File: src/design/rtte_pkg.sv
`timescale 1ns / 1ps
// ----------------------------------------------------------------------------
// RTT estimator package
// Request and response payload types, request codes and register indexes
// shared by the round-trip time estimator.
// ----------------------------------------------------------------------------
package rtte_pkg;

   localparam int unsigned WORD_W = 32;
   localparam int unsigned GRAN_W = 16;
   localparam int unsigned CSR_INDEX_W = 1;

   localparam logic [1:0] REQ_SEND  = 2'd0;
   localparam logic [1:0] REQ_ACK   = 2'd1;
   localparam logic [1:0] REQ_CLEAR = 2'd2;

   localparam logic [CSR_INDEX_W-1:0] CSR_MIN_RTO     = 1'd0;
   localparam logic [CSR_INDEX_W-1:0] CSR_GRANULARITY = 1'd1;

   localparam logic [WORD_W-1:0] MIN_RTO_RESET     = 32'd1000;
   localparam logic [GRAN_W-1:0] GRANULARITY_RESET = 16'd1;
   localparam logic [WORD_W-1:0] TIMEOUT_RESET     = 32'd1000;

   typedef struct packed {
      logic [1:0]        req_type;
      logic [WORD_W-1:0] time_ms;
      logic [WORD_W-1:0] seq_num;
   } rtte_req_type;

   typedef struct packed {
      logic [WORD_W-1:0] rto_ms;
      logic [WORD_W-1:0] srtt_ms;
      logic [WORD_W-1:0] rttvar_ms;
      logic [WORD_W-1:0] last_sample_ms;
      logic              sample_taken;
      logic              timing_busy;
   } rtte_rsp_type;

endpackage

File: src/design/rtt_estimator_rto_core.sv
`timescale 1ns / 1ps
// ----------------------------------------------------------------------------
// RTT estimator with retransmission timeout
// Each request (segment sent, ack received, estimator clear) yields one
// response with the timeout, smoothed RTT, RTT variation and last sample.
//
// The request channel (req_valid, req_stall, req_data) feeds an input
// register. Response transfers leave a result register on rsp_valid,
// rsp_stall and rsp_data. A response is registered in the result register
// after its request has passed the input register. One request is taken
// every cycle while the response side keeps moving; the estimator state is
// updated from the input register, the single path that sets this rate.
// When rsp_stall is high with a response waiting, the input register holds
// its request and req_stall rises while it is full. The csr_ write port
// sets the minimum timeout and the granularity; a new value takes effect
// at the next sample. A synchronous reset empties both registers, restores
// the register defaults and returns the estimator to its initial state.
// ----------------------------------------------------------------------------
module rtt_estimator_rto_core
   import rtte_pkg::*;
(
   input  logic                   clock,
   input  logic                   reset,
   input  logic                   req_valid,
   output logic                   req_stall,
   input  rtte_req_type           req_data,
   output logic                   rsp_valid,
   input  logic                   rsp_stall,
   output rtte_rsp_type           rsp_data,
   input  logic                   csr_wr_en,
   input  logic [CSR_INDEX_W-1:0] csr_index,
   input  logic [WORD_W-1:0]      csr_wdata
);

   logic              in_vld_ff;
   rtte_req_type      in_data_ff;
   logic              out_vld_ff;
   rtte_rsp_type      out_data_ff;
   logic              advance;

   logic [WORD_W-1:0] min_rto_ff;
   logic [GRAN_W-1:0] granularity_ff;

   logic              timing_ff, timing_in;
   logic [WORD_W-1:0] timed_seq_ff, timed_seq_in;
   logic [WORD_W-1:0] send_time_ff, send_time_in;
   logic [WORD_W-1:0] srtt_ff, srtt_in;
   logic [WORD_W-1:0] rttvar_ff, rttvar_in;
   logic [WORD_W-1:0] timeout_ff, timeout_in;
   logic [WORD_W-1:0] sample_ff, sample_in;
   logic              have_sample_ff, have_sample_in;
   logic              sampled;

   logic [WORD_W-1:0] seq_delta;
   logic [WORD_W-1:0] new_sample;
   logic [WORD_W-1:0] abs_err;
   logic [WORD_W+1:0] var_acc;
   logic [WORD_W+2:0] srtt_acc;
   logic [WORD_W-1:0] upd_srtt;
   logic [WORD_W-1:0] upd_var;
   logic [WORD_W+1:0] var4;
   logic [WORD_W+1:0] var_term;
   logic [WORD_W+2:0] rto_sum;
   logic [WORD_W-1:0] rto_sat;

   assign advance   = in_vld_ff && (!out_vld_ff || !rsp_stall);
   assign req_stall = in_vld_ff && !advance;
   assign rsp_valid = out_vld_ff;
   assign rsp_data  = out_data_ff;

   assign seq_delta  = in_data_ff.seq_num - timed_seq_ff;
   assign new_sample = in_data_ff.time_ms - send_time_ff;
   assign abs_err    = (srtt_ff >= new_sample) ? (srtt_ff - new_sample)
                                               : (new_sample - srtt_ff);
   assign var_acc    = {2'b00, rttvar_ff} + {1'b0, rttvar_ff, 1'b0}
                       + {2'b00, abs_err};
   assign srtt_acc   = {srtt_ff, 3'b000} - {3'b000, srtt_ff}
                       + {3'b000, new_sample};
   assign upd_srtt   = have_sample_ff ? srtt_acc[WORD_W+2:3] : new_sample;
   assign upd_var    = have_sample_ff ? var_acc[WORD_W+1:2]
                                      : {1'b0, new_sample[WORD_W-1:1]};
   assign var4       = {upd_var, 2'b00};
   assign var_term   = ({{(WORD_W+2-GRAN_W){1'b0}}, granularity_ff} > var4)
                       ? {{(WORD_W+2-GRAN_W){1'b0}}, granularity_ff} : var4;
   assign rto_sum    = {3'b000, upd_srtt} + {1'b0, var_term};
   assign rto_sat    = (rto_sum[WORD_W+2:WORD_W] != 3'b000) ? '1
                                                            : rto_sum[WORD_W-1:0];

   always_comb begin
      timing_in      = timing_ff;
      timed_seq_in   = timed_seq_ff;
      send_time_in   = send_time_ff;
      srtt_in        = srtt_ff;
      rttvar_in      = rttvar_ff;
      timeout_in     = timeout_ff;
      sample_in      = sample_ff;
      have_sample_in = have_sample_ff;
      sampled        = 1'b0;
      unique case (in_data_ff.req_type)
         REQ_SEND: begin
            if (!timing_ff) begin
               timing_in    = 1'b1;
               timed_seq_in = in_data_ff.seq_num;
               send_time_in = in_data_ff.time_ms;
            end
         end
         REQ_ACK: begin
            if (timing_ff && (seq_delta != '0) && !seq_delta[WORD_W-1]) begin
               sampled        = 1'b1;
               timing_in      = 1'b0;
               srtt_in        = upd_srtt;
               rttvar_in      = upd_var;
               have_sample_in = 1'b1;
               sample_in      = new_sample;
               timeout_in     = (rto_sat < min_rto_ff) ? min_rto_ff : rto_sat;
            end
         end
         REQ_CLEAR: begin
            srtt_in        = '0;
            rttvar_in      = '0;
            have_sample_in = 1'b0;
         end
         default: begin
         end
      endcase
   end

   always_ff @(posedge clock) begin
      if (reset) begin
         in_vld_ff      <= 1'b0;
         out_vld_ff     <= 1'b0;
         min_rto_ff     <= MIN_RTO_RESET;
         granularity_ff <= GRANULARITY_RESET;
         timing_ff      <= 1'b0;
         timed_seq_ff   <= '0;
         send_time_ff   <= '0;
         srtt_ff        <= '0;
         rttvar_ff      <= '0;
         timeout_ff     <= TIMEOUT_RESET;
         sample_ff      <= '0;
         have_sample_ff <= 1'b0;
      end else begin
         if (req_valid && !req_stall) begin
            in_vld_ff <= 1'b1;
         end else if (advance) begin
            in_vld_ff <= 1'b0;
         end
         if (advance) begin
            out_vld_ff <= 1'b1;
         end else if (!rsp_stall) begin
            out_vld_ff <= 1'b0;
         end
         if (csr_wr_en) begin
            unique case (csr_index)
               CSR_MIN_RTO:     min_rto_ff     <= csr_wdata;
               CSR_GRANULARITY: granularity_ff <= csr_wdata[GRAN_W-1:0];
               default: begin
               end
            endcase
         end
         if (advance) begin
            timing_ff      <= timing_in;
            timed_seq_ff   <= timed_seq_in;
            send_time_ff   <= send_time_in;
            srtt_ff        <= srtt_in;
            rttvar_ff      <= rttvar_in;
            timeout_ff     <= timeout_in;
            sample_ff      <= sample_in;
            have_sample_ff <= have_sample_in;
         end
      end
   end

   always_ff @(posedge clock) begin
      if (req_valid && !req_stall) begin
         in_data_ff <= req_data;
      end
      if (advance) begin
         out_data_ff.rto_ms         <= timeout_in;
         out_data_ff.srtt_ms        <= srtt_in;
         out_data_ff.rttvar_ms      <= rttvar_in;
         out_data_ff.last_sample_ms <= sample_in;
         out_data_ff.sample_taken   <= sampled;
         out_data_ff.timing_busy    <= timing_in;
      end
   end

`ifndef SYNTH
   a_sample_ends_timing: assert property (@(posedge clock) disable iff (reset)
      rsp_valid && rsp_data.sample_taken |-> !rsp_data.timing_busy)
      else $error("response reports a sample while timing is still busy");

   a_rto_floor: assert property (@(posedge clock) disable iff (reset)
      rsp_valid && rsp_data.sample_taken |-> rsp_data.rto_ms >= min_rto_ff)
      else $error("timeout below the configured minimum after a sample");

   a_reset_empties: assert property (@(posedge clock)
      reset |=> !rsp_valid && !req_stall)
      else $error("pipeline not empty after reset");

   a_stall_needs_item: assert property (@(posedge clock) disable iff (reset)
      req_stall |-> in_vld_ff && rsp_valid && rsp_stall)
      else $error("request stalled without a blocked response");
`endif

endmodule

File: config.mk
export PLATFORM = sky130hd
export DESIGN_NAME = rtt_estimator_rto_core
export DESIGN_NICKNAME = d
export VERILOG_FILES = /design/src/design/rtte_pkg.sv /design/src/design/rtt_estimator_rto_core.sv
export SDC_FILE = /design/constraint.sdc
export NUM_CORES = 1
export LEC_CHECK = 0
export BUFFER_PORTS_ARGS = -buffer_cell sky130_fd_sc_hd__buf_2
export CAP_MARGIN = 10
export CORE_ASPECT_RATIO = 1.4
export CORE_UTILIZATION = 62
export DETAILED_ROUTE_END_ITERATION = 6
export GPL_ROUTABILITY_DRIVEN = 0
export GPL_TIMING_DRIVEN = 1
export PLACE_DENSITY = 0.83
export REMOVE_ABC_BUFFERS = 1
export SLEW_MARGIN = 20
export SYNTH_ARGS = -nofsm -noshare
export SYNTH_HDL_FRONTEND = slang
export SYNTH_SLANG_ARGS = --single-unit
File: constraint.sdc
create_clock -name clock -period 17.1 [get_ports clock]
set_input_delay 1.71 -clock clock [delete_from_list [all_inputs] [get_ports clock]]
set_output_delay 1.71 -clock clock [all_outputs]
set_load 0.03 [all_outputs]
==> summary.txt <==
Pwr
  • Net load switching power: 1.29 mW
  • Worst vdd ir: around 0.00010 V
  • Pint: around 2.1 mW
  • Flop pwr share: 0.336
  • Pwr/cell area: roughly 100 nW/um2
  • P_leak: around 14 nW
  • Sw Ratio: 0.375
  • Combinational share of power: 0.384
  • Clk pwr share: 0.280

Clock network
  • Clk_lat worst skew: approximately 600 ps
  • Worst-path clk slew: roughly 70 ps
  • Sink Count: 440
  • CTS tree: built
  • Hold buffer count at CTS: 0
  • CTS H-tree depth: 2
  • Clk buf depth: 3
  • Clock root buffer: clkbuf_16
  • CTS buffer count: 44

Global route
  • Number of global-route vias before repair: around 27000
  • GRT Util Overall: 0.367
  • Initial antenna violation count: 6
  • Largest net degree at the start of global routing: 67
  • First-pass GRT wire length: approximately 150 mm
  • Global route overflow: 0

Timing
  • Hold slack: roughly 450 ps
  • Clk_skew: between 20 and 30 ps
  • Min Tclk post-route: 16130 ps
  • Rel. slew slack: 0.198
  • Endpoints failing setup: 0
  • Pins over their slew limit: 0
  • Achievable Freq: 62.0 MHz
  • Final Cycle Share: 0.943
  • Worst-Margin Slew: ~1200 ps
  • Setup TNS: 0 ps
  • Fin. Hold Viols: 0

Drt
  • Vias post-DR: 28100
  • DRT Wirelength: between 90 and 100 mm
  • Number of DRC markers in iteration 0: about 2700
  • Total iterations of the first detailed-routing run: 7
  • Wire per inst: about 22 um
  • Vias per std cell: between 6 and 7
  • DRC violations left: 2
  • Final ANT Viol Nets: 0

Synthesis
  • Largest family of logic cells by synthesized area: compound AO/OA/AOI/OAI gates
  • Synth Area in Simple Gates: 0.145
  • Post-synth ARST share: 0
  • Seq/Total Area, Yosys: 0.344
  • Compound-Gate Fraction of Synth Area: 0.231
  • Main synth FF type: dfxtp_1
  • Cells after Synth: 3517
  • Yosys cell types: between 100 and 150
  • Syn Std Cell Area: about 31000 um2
  • Yosys top cell area share: 0.188
  • Ys Warns: 0
  • Flop and latch count out of synthesis: 440
  • Commonest cells in the netlist: 439 x nand2_1, 311 x a21oi_1, 282 x inv_1, 265 x ha_1, 244 x dfxtp_1
  • Avg Inst Size Synth: between 8 and 9 um2
  • Post-synthesis mux area share: 0.0337
  • Most common cell in the netlist: nand2_1
  • Post-synth EDFFs: between 150 and 200
  • Synth Area in XOR/XNOR: 0.0386
  • Top cells by area, synth: edfxtp_1 19%, dfxtp_1 16%, ha_1 11%, nand2_1 5.3%, a21oi_1 5.0%
  • Yosys top cell by area: edfxtp_1
  • Adder-cell share of the synthesized area: 0.149

Place
  • Port buffer count: 235
  • Post-DP HPWL: 69.6 mm

Die
  • Total core area: around 50000 um2
  • Rows: 97
  • Die W: between 150 and 200 um
  • Die area: about 50000 um2
  • Initial Utilization: 0.627
  • Die Y: around 270 um
  • IO Pins: roughly 240

Outcome
  • Status: complete, but fails checks
  • Failing checks: design-rule violations

Hold path
  • Hold path depth: 2
  • Hold Path Class: reg2reg
  • Hold EP: timeout_ff[10]$_SDFFE_PP0P_
  • Hold Crit Start: timeout_ff[10]$_SDFFE_PP0P_

Setup path
  • CP arrival: approximately 17000 ps
  • Crit Path Class: reg2reg
  • Reg2reg end: rsp_data[115]$_DFFE_PP_
  • Crit-path slowest cell: or4_4
  • Max Fanout on Critical Path: 23
  • Reg2reg start: in_data_ff[32]$_DFFE_PP_
  • Startpoint Class: flip-flop
  • Worst path max stage delay: around 540 ps
  • CP endpoint kind: flip-flop
  • Reg2Reg Depth: 66
  • Critical Path RT: about 17000 ps
  • FF-to-FF setup slack: around 970 ps

Layout
  • Layout cells sized above 1: 0.126
  • Total Nets Final: between 4000 and 5000
  • Area grow syn2layout: 10.0%
  • Filler cells: 4052
  • Layout Utilization: 0.690

Run
  • Max-Cap Viols: 0
[per-layer routing]
layer	vias up	share of wire	global-route usage
met5	-	0.00029	0
met4	4	0.090	0.286
li1	13000	-	-
met2	1491	0.47	0.606
met3	498	0.091	0.0865
met1	13100	0.35	0.404
[final cells by class]
type	instances	area, um2	area share
Clock inverter	20	198	0.00573
Timing Repair Buffer	282	1550	0.0449
Multi-Input combinational cell	2626	18900	0.548
Inverter	285	1070	0.0312
Clock buffer	61	1190	0.0347
Antenna cell	3	7.51	0.000218
Sequential cell	440	10800	0.312
Tap cell	643	805	0.0233
[flip-flops by register name, indices dropped and copies added, names as in the netlist]
register and cells:
timing_ff 1, in_vld_ff 1, rsp_data 130, timeout_ff 32, send_time_ff 32, rttvar_ff 32, srtt_ff 32, sample_ff 32
in_data_ff 66, granularity_ff 16, timed_seq_ff 32, rsp_valid 1, min_rto_ff 32, have_sample_ff 1
[what timing repair did]
| action | in CTS | in global routing |
|---|---|---|
| buffers inserted | 0 | 5 |
| endpoints found under the hold margin | 0 | 0 |
| setup endpoints to repair | 0 | 64 |
| gates resized for setup | 0 | 13 |
[critical path: cells and delay by family, from the launching register on]
family	cells	cell delay, ps
AO/OA/AOI/OAI	24	6230
AND/OR/NAND/NOR	24	4580
adder cells (fa/ha/maj)	8	2880
buffers and inverters	6	910
XOR/XNOR	3	530
flip-flops	1	390
multiplexers	1	350
[power groups by stage]
stage,clock [mW],combinational (mW),sequential [mW]
finish,0.964,1.32,1.15
global route,1.01,1.43,1.16
CTS,0.974,1.27,1.15
detailed placement,0,1.26,1.18
global placement,0,1.24,1.18
floorplan,0,0.882,1.20
[through the flow]
stage / cell area (um2) / power, mW / setup slack [ps] / cells
detailed placement: 32900 / 2.44 / 516 / 4270
finish: 34500 / 3.44 / 966 / 4360
global route: 34500 / 3.59 / -3.79 / 4357
CTS: 34300 / 3.40 / 461 / 4351
global placement: 32900 / 2.41 / 806 / 4270
floorplan: 30600 / 2.08 / 98.9 / 3350
[cells in the final DEF, fill, tap and decap left out, types with 13 or more instances in the layout]
master,n
a211o_1,18
a211oi_1,25
a21o_1,111
a21oi_1,310
a22o_1,115
a311oi_1,15
a31oi_1,21
and3_1,23
buf_2,234
buf_4,46
clkbuf_1,14
clkbuf_16,44
dfxtp_1,243
edfxtp_1,196
fa_1,67
ha_1,265
inv_1,282
mux2_2,44
mux2i_1,44
nand2_1,437
nand2b_1,43
nand3_1,60
nand4_1,42
nor2_1,171
nor2b_1,46
nor3_1,36
nor4_1,13
o211ai_1,16
o21a_1,62
o21ai_0,176
o21ai_1,13
o21bai_1,25
o22ai_1,40
o2bb2ai_1,24
or3_1,17
xnor2_1,89
xor2_1,48
[kinds of logic (layout without fill, tap and decap cells)]
group                      Yosys count  in the layout
AOI/OAI and AO/OA                 1086           1087
and+or+nand+nor                    970            970
buffers and inverters              452            648
DFF                                440            440
adders and majority gates          334            334
xor gates and xnor gates           138            138
muxes                               97             97
other                                0              3
[worst max path at each step]
stage / cells past startpoint / to / start
after CTS: 66 / rsp_data[115]$_DFFE_PP_ / in_data_ff[42]$_DFFE_PP_
final: 66 / rsp_data[115]$_DFFE_PP_ / in_data_ff[32]$_DFFE_PP_
after global placement: 65 / rsp_data[125]$_DFFE_PP_ / in_data_ff[40]$_DFFE_PP_
after floorplan: 63 / rsp_data[104]$_DFFE_PP_ / in_data_ff[32]$_DFFE_PP_
after detailed placement: 66 / rsp_data[102]$_DFFE_PP_ / in_data_ff[42]$_DFFE_PP_
after global routing: 66 / rsp_data[125]$_DFFE_PP_ / in_data_ff[40]$_DFFE_PP_
Note: power is estimated with default switching activity, not from simulation.
